[src/mpbm_ram.sv]
`timescale 1ns / 1ps
module mpbm_ram #(
  parameter int WIDTH = 8,
  parameter int DEPTH = 256
) (
  input  logic                     clk,
  input  logic                     we,
  input  logic [$clog2(DEPTH)-1:0] waddr,
  input  logic [WIDTH-1:0]         wdata,
  input  logic [$clog2(DEPTH)-1:0] raddr,
  output logic [WIDTH-1:0]         rdata
);

  logic [WIDTH-1:0] mem [DEPTH];
  logic [WIDTH-1:0] rdata_r;

  always_ff @(posedge clk) begin
    if (we) begin
      mem[waddr] <= wdata;
    end
    rdata_r <= mem[raddr];
  end

  assign rdata = rdata_r;

endmodule

[config.mk]
export PLATFORM = sky130hd
export DESIGN_NAME = mpbm_ram
export DESIGN_NICKNAME = d
export VERILOG_FILES = /design/src/mpbm_ram.sv
export SDC_FILE = /design/constraint.sdc
export NUM_CORES = 2
export LEC_CHECK = 0
export ABC_AREA = 1
export BUFFER_PORTS_ARGS = -buffer_cell sky130_fd_sc_hd__buf_2
export CORE_MARGIN = 8
export CORE_UTILIZATION = 60
export CTS_BUF_LIST = sky130_fd_sc_hd__clkbuf_4
export CTS_CLUSTER_SIZE = 20
export DETAILED_ROUTE_END_ITERATION = 16
export PLACE_DENSITY = 0.76
export SKIP_CTS_REPAIR_TIMING = 1
export SLEW_MARGIN = 15
export SYNTH_ARGS = -nofsm -noshare
export SYNTH_HDL_FRONTEND = slang
export SYNTH_SLANG_ARGS = --single-unit
[constraint.sdc]
create_clock -name clk -period 6.9 [get_ports clk]
set_clock_uncertainty 0.2 [all_clocks]
set_input_delay 2.07 -clock clk [delete_from_list [all_inputs] [get_ports clk]]
set_output_delay 2.07 -clock clk [all_outputs]
set_load 0.01 [all_outputs]
==> metrics <==
status=finished clean; Critical Path End Type=output pin; Clock power frac=39.7%; TritonCTS clock tree=yes; RSZ-0062 raised after global routing=false; gr ovfl total=0; crit-path cells=buf_2; post-synth cell types=14; GRT Total Usage=~29%; Critical Path RT=about 4.6 ns; Avg Vias per Cell=around 6; Lkg Pwr=roughly 32 nW; Synth Cell Area=between 80000 and 90000 um^2; DIE AREA=roughly 150000 um^2; Final Cycle Share=between 60% and 70%; number of global-route vias before repair=around 56000; DRC Markers=0; area grow syn2layout=8.86%; CP delay by family, top=flip-flops; Period minus WS final=approximately 4.3 ns; final-report setup violation count=0; sequential power share=54.2%; post-DP HPWL=119000 um; Root Driver=clkbuf_4; fillcell total=about 9900; depth of the CTS H-tree=6; TritonCTS Buffers=about 530; IR drop worst, VDD=about 0.19 mV; top post-synthesis cells by area=edfxtp_1 74%, nand3_1 12%, nand2_1 9.6%; Synth top area share=around three quarters; Pins Over Slew Limit=0; maximum number of pins on one net before global-route repair=about 250; core area=139000 um^2; maxcap violations=0; Die Height=~400 um; Critical Path AT=about 2.1 ns; vias=about 57000; 1st-pass router iterations=8; number of synthesis warnings=0; Initial Util=~60%; first-pass GRT wire length=roughly 330000 um; PortBufs=33; IO Pins=34; Clk Latency, worst-skew pair=~1.3 ns; slew margin rel.=13.3%; layout cell share with drive strength beyond 1=between 10% and 20%; switching pwr=5.91 mW; P per Cell Area=~280 nW/um^2; die width=slightly below 400 um; Clock transition at path regs=0.06 ns; Hold WC Path Type=flop to flop; final hold vios=0; Net count, final=~7200; Switching Share=about 23%; Mapped Nets=roughly 7000; gpl congestion=between 0.8 and 0.9; worst-path fanout max=1; register area share after synthesis=between 70% and 80%; antenna-violating nets left=0; FMAX=between 200 and 250 MHz; Largest stage delay, worst path=between 0.5 and 0.6 ns; Post-Synthesis Cells=approximately 7000; Gate power share=6.0%; wire length per cell=~24 um; Row Count=between 100 and 150; mean post-synth cell area=11.9 um^2; crit path kind=flop to output pin; Synth area leader=edfxtp_1; initial antenna violation count=10; Worst-Margin Slew=roughly 1.3 ns; synthesized flop and latch total=roughly 2100; crit start category=flop; WHS=around 0.74 ns; CTS Buffer Depth=4; Clock Sinks=2056; initial DRC count=a little under 8000; Int Pwr=a little under 20 mW; slowest CP cell=dfxtp_1; worst path bufs/invs=1; final WL=222000 um; final sum of negative setup slack=0 ns
metrics by stage:
| step | instances | utilization (%) | area, um^2 | setup WS, ns | power (mW) |
|---|---|---|---|---|---|
| final | 9292 | 65.5 | 90800 | 2.57 | 25.4 |
| after global routing | 9286 | 65.5 | 90800 | 2.48 | 26.2 |
| after CTS | 9281 | 65.4 | 90800 | 2.44 | 25.5 |
| after detailed placement | 8432 | 60.9 | 84400 | 1.37 | 15.5 |
| after global placement | 8432 | 60.9 | 84400 | 1.39 | 15.5 |
| after floorplan | 7003 | - | 83400 | 3.14 | 14.9 |
registers in the layout, summed over array words and instances, names as in the netlist:
name,flops
rdata,8
mem,2048
final cells by class:
| cell class | instances | area [um^2] | area share [%] |
|---|---|---|---|
| antenna | 11 | 27.5 | 0.0303 |
| clock buffer | 747 | 5610 | 6.18 |
| clock inverter | 102 | 728 | 0.802 |
| inverter | 39 | 183 | 0.201 |
| multi-input combinational | 4425 | 19100 | 21.1 |
| sequential | 2056 | 61700 | 67.9 |
| tap | 1807 | 2260 | 2.49 |
| timing repair buffer | 105 | 1180 | 1.30 |
synthesized netlist by cell type:
cell type and number:
nand2_1 2123, edfxtp_1 2048, nand3_1 2019, nor2_1 283, buf_2 268, clkbuf_1 112
buf_4 46, buf_1 40, inv_1 36, buf_6 16, dfxtp_1 8, inv_2 2
buf_8 1, inv_4 1
final timing paths:
path                                             from               end  slack, ns  cells after the start
worst min register to register   mem[40][2]$_DFFE_PP_  rdata[2]$_DFF_P_       0.74                     10
worst max register to register  mem[251][6]$_DFFE_PP_  rdata[6]$_DFF_P_       4.71                     10
worst min-delay path             mem[40][2]$_DFFE_PP_  rdata[2]$_DFF_P_       0.74                     10
worst max-delay path                 rdata[2]$_DFF_P_          rdata[2]       2.57                      1
layer usage:
| layer | up-vias | track usage (%) | wire length [um] |
|---|---|---|---|
| met4 | 8 | 12.0 | 8410 |
| met5 | - | 0 | 48 |
| li1 | 25480 | - | - |
| met2 | 3914 | 43.5 | 102000 |
| met1 | 27438 | 38.8 | 81100 |
| met3 | 560 | 8.29 | 30500 |
tightest hold or removal path, cell delays in order, from the launching register on:
cell and delay (ns):
edfxtp_1 0.32, nand2_1 0.05, nand3_1 0.06, nand3_1 0.07, nand3_1 0.07, nand3_1 0.06
nand3_1 0.08, nand3_1 0.07, nand2_1 0.06, nand2_1 0.05, nand2_1 0.06
cell families (layout without fill, tap and decap cells):
group / Yosys count / count (layout) / share of synthesized area, %
AND/OR/NAND/NOR: 4425 / 4425 / 22.9
buffers and inverters: 522 / 993 / 3.12
other: 0 / 11 / 0
flip-flops: 2056 / 2056 / 73.9
power groups by stage:
stage               Combinational [mW]  Clock [mW]  Sequential (mW)
floorplan                        0.850           0             14.0
CTS                               1.49        10.2             13.8
detailed placement                1.49           0             14.1
global route                      1.62        10.8             13.8
global placement                  1.46           0             14.1
finish                            1.53        10.1             13.8
cells in the final DEF, fill, tap and decap left out, drive strengths merged:
cell type,count
buf,105
bufinv,12
clkbuf,747
clkinv,75
clkinvlp,2
dfxtp,8
diode,11
edfxtp,2048
inv,52
nand2,2123
nand3,2019
nor2,283
(Power assumes the default switching activity.)
